## config.mk

```make
export PLATFORM = sky130hd
export DESIGN_NAME = key_short_long_press_detector_core_flat
export DESIGN_NICKNAME = d
export VERILOG_FILES = /design/src/rtl/kslpd_pkg.sv /design/src/rtl/kslpd_req_if.sv /design/src/rtl/kslpd_rsp_if.sv /design/src/rtl/kslpd_cfg_if.sv /design/src/rtl/key_short_long_press_detector_core.sv /design/src/flat_wrapper.sv
export VERILOG_INCLUDE_DIRS = /design/src /design/src/rtl
export SDC_FILE = /design/constraint.sdc
export NUM_CORES = 1
export LEC_CHECK = 0
export BUFFER_PORTS_ARGS = -buffer_cell sky130_fd_sc_hd__buf_2
export CAP_MARGIN = 20
export CELL_PAD_IN_SITES_DETAIL_PLACEMENT = 1
export CELL_PAD_IN_SITES_GLOBAL_PLACEMENT = 2
export CORE_MARGIN = 2
export CORE_UTILIZATION = 38
export CTS_CLUSTER_DIAMETER = 150
export DETAILED_ROUTE_END_ITERATION = 12
export PLACE_DENSITY = 0.9
export SYNTH_ARGS = -nofsm -noshare
export SYNTH_HDL_FRONTEND = slang
export SYNTH_SLANG_ARGS = --single-unit
```

## constraint.sdc

```tcl
create_clock -name clk -period 3.9 [get_ports clk]
set_input_delay 0.39 -clock clk [delete_from_list [all_inputs] [get_ports clk]]
set_output_delay 0.39 -clock clk [all_outputs]
set_load 0.01 [all_outputs]
```

## src/rtl/assert_macros.svh

```systemverilog
// Assertion macros used by the detector core.
// With SYNTH defined, every macro expands to nothing.
`ifndef ASSERT_MACROS_SVH
`define ASSERT_MACROS_SVH
`ifndef SYNTH
// Same-cycle implication, checked on every rising clock edge outside reset.
`define KSLP_ASSERT_NOW(label, clk, rst, ante, cons) \
  label: assert property (@(posedge clk) disable iff (rst) (ante) |-> (cons)) \
    else $error("assertion failed");
// Next-cycle implication, checked on every rising clock edge outside reset.
`define KSLP_ASSERT_NEXT(label, clk, rst, ante, cons) \
  label: assert property (@(posedge clk) disable iff (rst) (ante) |=> (cons)) \
    else $error("assertion failed");
`else
`define KSLP_ASSERT_NOW(label, clk, rst, ante, cons)
`define KSLP_ASSERT_NEXT(label, clk, rst, ante, cons)
`endif
`endif

```

## src/rtl/kslpd_pkg.sv

```systemverilog
package kslpd_pkg;

  // Fixed field widths.
  localparam int LevelW = 4;
  localparam int CodeW  = 4;
  localparam int TicksW = 16;

  // Default number of keys.
  localparam int DefKeys = 4;

  // Reset value of the long-press threshold.
  localparam logic [TicksW-1:0] TicksReset = 16'd100;

  // Item action codes.
  localparam logic ActScan = 1'b0;
  localparam logic ActPoll = 1'b1;

endpackage

```

## src/rtl/kslpd_req_if.sv

```systemverilog
// Input channel: scan ticks and polls.
interface kslpd_req_if;
  logic                          valid;
  logic                          ready;
  logic                          action;
  logic [kslpd_pkg::LevelW-1:0]  key_levels;

  modport source (output valid, output action, output key_levels, input ready);
  modport sink   (input valid, input action, input key_levels, output ready);
endinterface

```

## src/rtl/kslpd_rsp_if.sv

```systemverilog
// Output channel: one event code per poll.
interface kslpd_rsp_if;
  logic                         valid;
  logic                         ready;
  logic [kslpd_pkg::CodeW-1:0]  event_code;

  modport source (output valid, output event_code, input ready);
  modport sink   (input valid, input event_code, output ready);
endinterface

```

## src/rtl/kslpd_cfg_if.sv

```systemverilog
// Configuration write channel for the long-press threshold.
interface kslpd_cfg_if;
  logic                          valid;
  logic                          ready;
  logic [kslpd_pkg::TicksW-1:0]  data;

  modport source (output valid, output data, input ready);
  modport sink   (input valid, input data, output ready);
endinterface

```

## src/rtl/key_short_long_press_detector_core.sv

```systemverilog
// Short/long key-press detector for KEYS keys. Every key updates side by side, so the
// block takes one item per clock cycle: a scan tick (action 0) steps all key machines
// and returns nothing, and a poll (action 1) returns one event code through an output
// register backed by a one-entry skid register. The input drops ready only while the
// skid register holds a result, so a stalled output costs at most one extra item of
// buffering. Codes for key k: short k+1, long k+1+KEYS, long release k+1+2*KEYS,
// masked to four bits; 0 means nothing pending.
// The threshold register takes a write in every cycle.
`include "assert_macros.svh"

module key_short_long_press_detector_core #(
  parameter int KEYS = kslpd_pkg::DefKeys
) (
  input  logic        clk,
  input  logic        rst,
  kslpd_req_if.sink   req,
  kslpd_rsp_if.source rsp,
  kslpd_cfg_if.sink   cfg
);

  localparam int SelW      = (KEYS > 1) ? $clog2(KEYS) : 1;
  localparam int LevelIdxW = $clog2(kslpd_pkg::LevelW);
  localparam int CodeRawW  = ($clog2(3 * KEYS + 1) > kslpd_pkg::CodeW) ?
                             $clog2(3 * KEYS + 1) : kslpd_pkg::CodeW;

  typedef enum logic [1:0] {
    PH_RELEASED = 2'd0,
    PH_PRESSED  = 2'd1,
    PH_LONG     = 2'd2
  } phase_t;

  // Key state.
  phase_t                         key_phase [KEYS];
  logic [kslpd_pkg::TicksW-1:0]   hold_count [KEYS];
  logic [KEYS-1:0]                short_pending;
  logic [KEYS-1:0]                long_active;
  logic [KEYS-1:0]                long_release_pending;
  logic [kslpd_pkg::TicksW-1:0]   long_press_ticks;

  phase_t                         key_phase_next [KEYS];
  logic [kslpd_pkg::TicksW-1:0]   hold_count_next [KEYS];
  logic [KEYS-1:0]                short_pending_next;
  logic [KEYS-1:0]                long_active_next;
  logic [KEYS-1:0]                long_release_pending_next;

  // Output register and skid register.
  logic                           out_valid;
  logic [kslpd_pkg::CodeW-1:0]    out_code;
  logic                           skid_valid;
  logic [kslpd_pkg::CodeW-1:0]    skid_code;

  logic                           req_fire;
  logic                           scan_fire;
  logic                           poll_fire;
  logic [KEYS-1:0]                key_down;
  logic [KEYS-1:0]                pending;
  logic                           any_pending;
  logic [SelW-1:0]                sel;
  logic [CodeRawW-1:0]            code_raw;
  logic [kslpd_pkg::CodeW-1:0]    poll_code;
  logic [KEYS-1:0]                phase_long;
  logic [kslpd_pkg::TicksW-1:0]   hold_inc;

  assign req.ready  = ~skid_valid;
  assign cfg.ready  = 1'b1;
  assign rsp.valid  = out_valid;
  assign rsp.event_code = out_code;

  assign req_fire  = req.valid & req.ready;
  assign scan_fire = req_fire & (req.action == kslpd_pkg::ActScan);
  assign poll_fire = req_fire & (req.action == kslpd_pkg::ActPoll);

  // Pressed keys from the active-low pins; keys past the pin field never press.
  always_comb begin
    key_down = '0;
    for (int k = 0; k < KEYS; k++) begin
      if (k < kslpd_pkg::LevelW) begin
        key_down[k] = ~req.key_levels[k[LevelIdxW-1:0]];
      end
    end
  end

  // First key with any pending event, lowest index wins.
  always_comb begin
    sel = '0;
    any_pending = 1'b0;
    for (int k = KEYS - 1; k >= 0; k--) begin
      pending[k] = short_pending[k] | long_active[k] | long_release_pending[k];
      if (pending[k]) begin
        sel = SelW'(k);
        any_pending = 1'b1;
      end
    end
  end

  // Event code of the selected key, by the short, long, long-release order.
  always_comb begin
    if (!any_pending) begin
      code_raw = '0;
    end else if (short_pending[sel]) begin
      code_raw = CodeRawW'(sel) + CodeRawW'(1);
    end else if (long_active[sel]) begin
      code_raw = CodeRawW'(sel) + CodeRawW'(1) + CodeRawW'(KEYS);
    end else begin
      code_raw = CodeRawW'(sel) + CodeRawW'(1) + CodeRawW'(2 * KEYS);
    end
    poll_code = code_raw[kslpd_pkg::CodeW-1:0];
  end

  // Next key state for scan ticks and the clear-on-read flags of polls.
  always_comb begin
    short_pending_next        = short_pending;
    long_active_next          = long_active;
    long_release_pending_next = long_release_pending;
    hold_inc = '0;
    for (int k = 0; k < KEYS; k++) begin
      key_phase_next[k]  = key_phase[k];
      hold_count_next[k] = hold_count[k];
      phase_long[k]      = (key_phase[k] == PH_LONG);
      if (scan_fire) begin
        case (key_phase[k])
          PH_PRESSED: begin
            if (!key_down[k]) begin
              short_pending_next[k] = 1'b1;
              key_phase_next[k]     = PH_RELEASED;
            end else begin
              hold_inc = (hold_count[k] != '1) ? hold_count[k] + 1'b1 : hold_count[k];
              hold_count_next[k] = hold_inc;
              if (hold_inc >= long_press_ticks) begin
                long_active_next[k] = 1'b1;
                key_phase_next[k]   = PH_LONG;
              end
            end
          end
          PH_LONG: begin
            if (!key_down[k]) begin
              long_release_pending_next[k] = 1'b1;
              long_active_next[k]          = 1'b0;
              key_phase_next[k]            = PH_RELEASED;
            end
          end
          default: begin
            if (key_down[k]) begin
              hold_count_next[k]  = '0;
              long_active_next[k] = 1'b0;
              key_phase_next[k]   = PH_PRESSED;
            end
          end
        endcase
      end
    end
    // A poll clears the flag that it returns, unless that flag is the long level.
    if (poll_fire && any_pending) begin
      if (short_pending[sel]) begin
        short_pending_next[sel] = 1'b0;
      end else if (!long_active[sel]) begin
        long_release_pending_next[sel] = 1'b0;
      end
    end
  end

  // Key state registers and the threshold register.
  always_ff @(posedge clk) begin
    if (rst) begin
      short_pending        <= '0;
      long_active          <= '0;
      long_release_pending <= '0;
      long_press_ticks     <= kslpd_pkg::TicksReset;
      for (int k = 0; k < KEYS; k++) begin
        key_phase[k]  <= PH_RELEASED;
        hold_count[k] <= '0;
      end
    end else begin
      short_pending        <= short_pending_next;
      long_active          <= long_active_next;
      long_release_pending <= long_release_pending_next;
      for (int k = 0; k < KEYS; k++) begin
        key_phase[k]  <= key_phase_next[k];
        hold_count[k] <= hold_count_next[k];
      end
      if (cfg.valid && cfg.ready) begin
        long_press_ticks <= cfg.data;
      end
    end
  end

  // Output register with a skid register behind it.
  always_ff @(posedge clk) begin
    if (rst) begin
      out_valid  <= 1'b0;
      skid_valid <= 1'b0;
    end else if (!out_valid || rsp.ready) begin
      if (skid_valid) begin
        out_valid  <= 1'b1;
        out_code   <= skid_code;
        skid_valid <= 1'b0;
      end else begin
        out_valid <= poll_fire;
        out_code  <= poll_code;
      end
    end else if (poll_fire) begin
      skid_valid <= 1'b1;
      skid_code  <= poll_code;
    end
  end

  // The long level always tracks the long phase.
  `KSLP_ASSERT_NOW(a_long_level, clk, rst, 1'b1, long_active == phase_long)
  // The skid register only fills behind a held result.
  `KSLP_ASSERT_NOW(a_skid_behind_out, clk, rst, skid_valid, out_valid)
  // A poll into an empty output shows its result in the next cycle.
  `KSLP_ASSERT_NEXT(a_poll_result, clk, rst, poll_fire && !out_valid,
                    out_valid && !skid_valid && (out_code == $past(poll_code)))

endmodule

```

## src/flat_wrapper.sv

```systemverilog
// flat-port wrapper written by rule: the top's interface ports become plain ports
module key_short_long_press_detector_core_flat 
#(
  parameter int KEYS = kslpd_pkg::DefKeys
)
  (clk, rst, req_valid, req_action, req_key_levels, req_ready, rsp_valid, rsp_event_code, rsp_ready, cfg_valid, cfg_data, cfg_ready);
  kslpd_req_if req_i ();
  kslpd_rsp_if rsp_i ();
  kslpd_cfg_if cfg_i ();
  input  logic clk;
  input  logic rst;
  input wire logic [$bits(req_i.valid)-1:0] req_valid;
  input wire logic [$bits(req_i.action)-1:0] req_action;
  input wire logic [$bits(req_i.key_levels)-1:0] req_key_levels;
  output wire logic [$bits(req_i.ready)-1:0] req_ready;
  output wire logic [$bits(rsp_i.valid)-1:0] rsp_valid;
  output wire logic [$bits(rsp_i.event_code)-1:0] rsp_event_code;
  input wire logic [$bits(rsp_i.ready)-1:0] rsp_ready;
  input wire logic [$bits(cfg_i.valid)-1:0] cfg_valid;
  input wire logic [$bits(cfg_i.data)-1:0] cfg_data;
  output wire logic [$bits(cfg_i.ready)-1:0] cfg_ready;
  assign req_i.valid = req_valid;
  assign req_i.action = req_action;
  assign req_i.key_levels = req_key_levels;
  assign req_ready = req_i.ready;
  assign rsp_valid = rsp_i.valid;
  assign rsp_event_code = rsp_i.event_code;
  assign rsp_i.ready = rsp_ready;
  assign cfg_i.valid = cfg_valid;
  assign cfg_i.data = cfg_data;
  assign cfg_ready = cfg_i.ready;
  key_short_long_press_detector_core #(.KEYS(KEYS)) u_core (.clk(clk), .rst(rst), .req(req_i), .rsp(rsp_i), .cfg(cfg_i));
endmodule
```

==> flow_metrics.py <==
metrics = {
    "global_routing": {
        "grt_max_degree": 52,
        "antenna_found_initial": 0,
        "gr-usage-all-layers_pct": 21.5,
        "grt_pass1_vias": 7319,
        "grt_overflow": 0,
        "grt_pass1_wl_mm": 37.8,
    },
    "synth": {
        "synthXorXnorAreaFrac_pct": 5.13,
        "synth-compound-area-share_pct": 19.9,
        "ys_ff_latch": 110,
        "synth_edf_count": 8,
        "synth_ff_type": "dfxtp_1",
        "synth_top_cell_by_area": "dfxtp_1",
        "synth-simple-area-share_pct": 22.4,
        "yosysSeqAreaShare_pct": 29.1,
        "synth_cell_types": 67,
        "synth_top_area_share_pct": 26.0,
        "syn_avg_cell_area_um2": 8.11,
        "ys_warn_count": 0,
        "synth_adder_area_share_pct": 13.9,
        "synthMuxAreaShare_pct": 5.56,
        "syn_area_um2": 7850,
        "async_reset_ff_share_pct": 0,
        "synth_area_leaders": "dfxtp_1, ha_1, a21oi_1",
        "synth_top_family_by_area": "simple AND/OR/NAND/NOR gates",
        "syn_nets": 1081,
        "syn_inst": 968,
    },
    "die": {
        "die_w_um": 148,
        "core_um2": 20200,
        "row_count": 52,
        "io_pins": 33,
        "die_y_um": 148,
        "start_util_pct": 38.8,
        "dieArea_um2": 21800,
    },
    "sta": {
        "fmax_mhz": 282,
        "skew_ns": 0.0114,
        "finalCritPeriodShare_pct": 91.1,
        "relSlewSlack_pct": 37.1,
        "setup_viol": 0,
        "slew_viol_final": 0,
        "final-hold-violation-count": 0,
        "holdWs_ns": 0.245,
        "worst_pin_slew_ns": 0.935,
        "fin_crit_ns": 3.55,
        "rsz0062_at_grt": "no",
        "fin_setup_tns_ns": 0,
    },
    "cells_and_area": {
        "final_cell_mix": "dfxtp_1, nand2_1, ha_1",
        "post-route-util_pct": 42.2,
        "layout_commonest_cell": "dfxtp_1",
        "area_growth_pct": 8.80,
        "drive_gt1_share_pct": 9.45,
        "nets": 1092,
        "diodes": 0,
    },
    "setup_path": {
        "path_buf_inv": 0,
        "cp_top_family": "compound AO/OA/AOI/OAI gates",
        "crit_chain": "ha_1 > and3_1 > and2_4 > a311o_1 > or3_4 > xnor2_1 > ha_1 > and2_0 > a221o_1 > a21oi_1 > o21ai_0 > o211a_1 > o31ai_1",
        "crit_type": "flip-flop to flip-flop",
        "cp_slowest_cell": "a311o_1",
        "slowest_delay_ns": 0.41,
        "cp-end-kind": "flip-flop",
        "cp_common_cell": "ha_1",
        "cp.required_ns": 4.18,
        "critPathLaunchType": "flip-flop",
        "cp_data_arrival_time_ns": 3.84,
        "crit_fanout": 6,
    },
    "drt": {
        "ant_nets": 0,
        "drt_iter0_drc": 352,
        "drt-pass1-iter-count": 5,
        "totalWireLength_mm": 22.7,
        "wire_per_inst_um": 18.1,
        "vias": 7135,
        "viasPerCell": 5.69,
        "drc": 0,
    },
    "power_and_ir_drop": {
        "powerDensity_nw_per_um2": 274,
        "p_seq_share_pct": 49.8,
        "p_sw_uw": 663,
        "peakVddDrop_uv": 217,
        "leakagePower_uw": 0.00332,
        "p_sw_share_pct": 28.3,
        "p_clk_share_pct": 38.9,
        "pwr-share-comb_pct": 11.3,
        "intPower_uw": 1680,
    },
    "clock_tree": {
        "postCtsResizedCells": 0,
        "h-tree-depth": 3,
        "clk_path_buf_depth": 2,
        "clock-sinks": 110,
        "hold_buffers": 0,
        "cts_tree": "done",
        "clock_latency_ns": 0.37,
        "postCtsSetupBuffers": 0,
        "numCtsBuffers": 9,
        "clk_pin_slew_ns": 0.08,
        "cts_root_buf": "clkbuf_16",
    },
    "placement": {
        "gp_congestion": 0.816,
        "dpl.hpwl_mm": 16.6,
        "io_buffer_count": 31,
    },
    "status": {
        "run_status": "completed",
    },
    "flow_run": {
        "drv_cap": 0,
    },
    "worst_hold_path": {
        "hold_class": "input port to flip-flop",
    },
}
[worst paths after layout]
check	cells after the start	end	slack, ns	from
hold / removal	3	u_core.long_press_ticks[5]	0.24	cfg_data[5]
hold reg to reg	2	u_core.key_phase[1][0]	0.48	u_core.key_phase[1][0]
setup / recovery	13	u_core.key_phase[1][1]	0.35	u_core.hold_count[1][0]
setup reg to reg	13	u_core.key_phase[1][1]	0.35	u_core.hold_count[1][0]
[cell usage after synthesis, types with 14 or more instances]
| master | instances |
|---|---|
| xnor2_1 | 34 |
| nand3_1 | 47 |
| ha_1 | 87 |
| clkbuf_1 | 35 |
| a21oi_1 | 76 |
| a22oi_1 | 15 |
| a21o_1 | 15 |
| a31oi_1 | 15 |
| dfxtp_1 | 102 |
| o21ai_0 | 36 |
| nor2_1 | 86 |
| a211oi_1 | 14 |
| inv_1 | 38 |
| mux2_2 | 21 |
| mux2i_1 | 20 |
| nor3_1 | 42 |
| nand2_1 | 96 |
[worst reg2reg max path, cell delays in order (launching register included)]
cell	delay [ns]
dfxtp_1	0.35
ha_1	0.26
and3_1	0.22
and2_4	0.16
a311o_1	0.41
or3_4	0.37
xnor2_1	0.14
ha_1	0.29
and2_0	0.18
a221o_1	0.30
a21oi_1	0.14
o21ai_0	0.19
o211a_1	0.29
o31ai_1	0.18
[stage by stage]
stage	area [um^2]	std cells	total power, uW	setup WS, ns
after floorplan	7850	968	1360	0.585
after global placement	8260	1238	1450	0.378
after detailed placement	8260	1238	1460	0.295
after CTS	8540	1254	2370	0.264
after global routing	8540	1254	2440	0.0425
final	8540	1254	2340	0.349
[area by class of cell]
class / count / area (um^2)
inverter: 39 / 146
timing repair buffer: 42 / 240
multi-input combinational: 777 / 5260
fill: 2460 / 11700
clock inverter: 7 / 48.8
tap: 270 / 338
sequential: 110 / 2280
clock buffer: 9 / 225
[layer usage]
metal / track usage [%] / vias up / part of all wire (%)
met5: 0 / - / 0
met1: 29.4 / 3494 / 49
met2: 36.6 / 69 / 47
li1: - / 3560 / -
met3: 2.13 / 12 / 3.1
met4: 5.24 / 0 / 0.87
[power by group through the flow]
stage | logic [uW] | registers, uW | clock network [uW]
after floorplan | 172 | 1190 | 0
after global placement | 260 | 1190 | 0
after detailed placement | 266 | 1190 | 0
after CTS | 267 | 1170 | 933
after global routing | 298 | 1170 | 976
final | 265 | 1170 | 911
[sequential cells by signal (all words and copies together), names as in the netlist]
register                     count
u_core.hold_count               64
u_core.key_phase                 8
u_core.long_active               4
u_core.long_press_ticks         16
u_core.long_release_pending      4
u_core.rsp.event_code            4
u_core.rsp.valid                 1
u_core.short_pending             4
u_core.skid_code                 4
u_core.skid_valid                1
[cell families (layout without fill, tap and decap cells)]
logic type                 count (synthesis)  after routing
and+or+nand+nor                          364            364
DFF                                      110            110
xor gates and xnor gates                  46             46
muxes                                     41             41
other                                      1              1
buffers and inverters                     81             97
AOI/OAI and AO/OA                        238            238
adders and majority gates                 87             87
No activity file was read; power rests on OpenSTA's default activity.
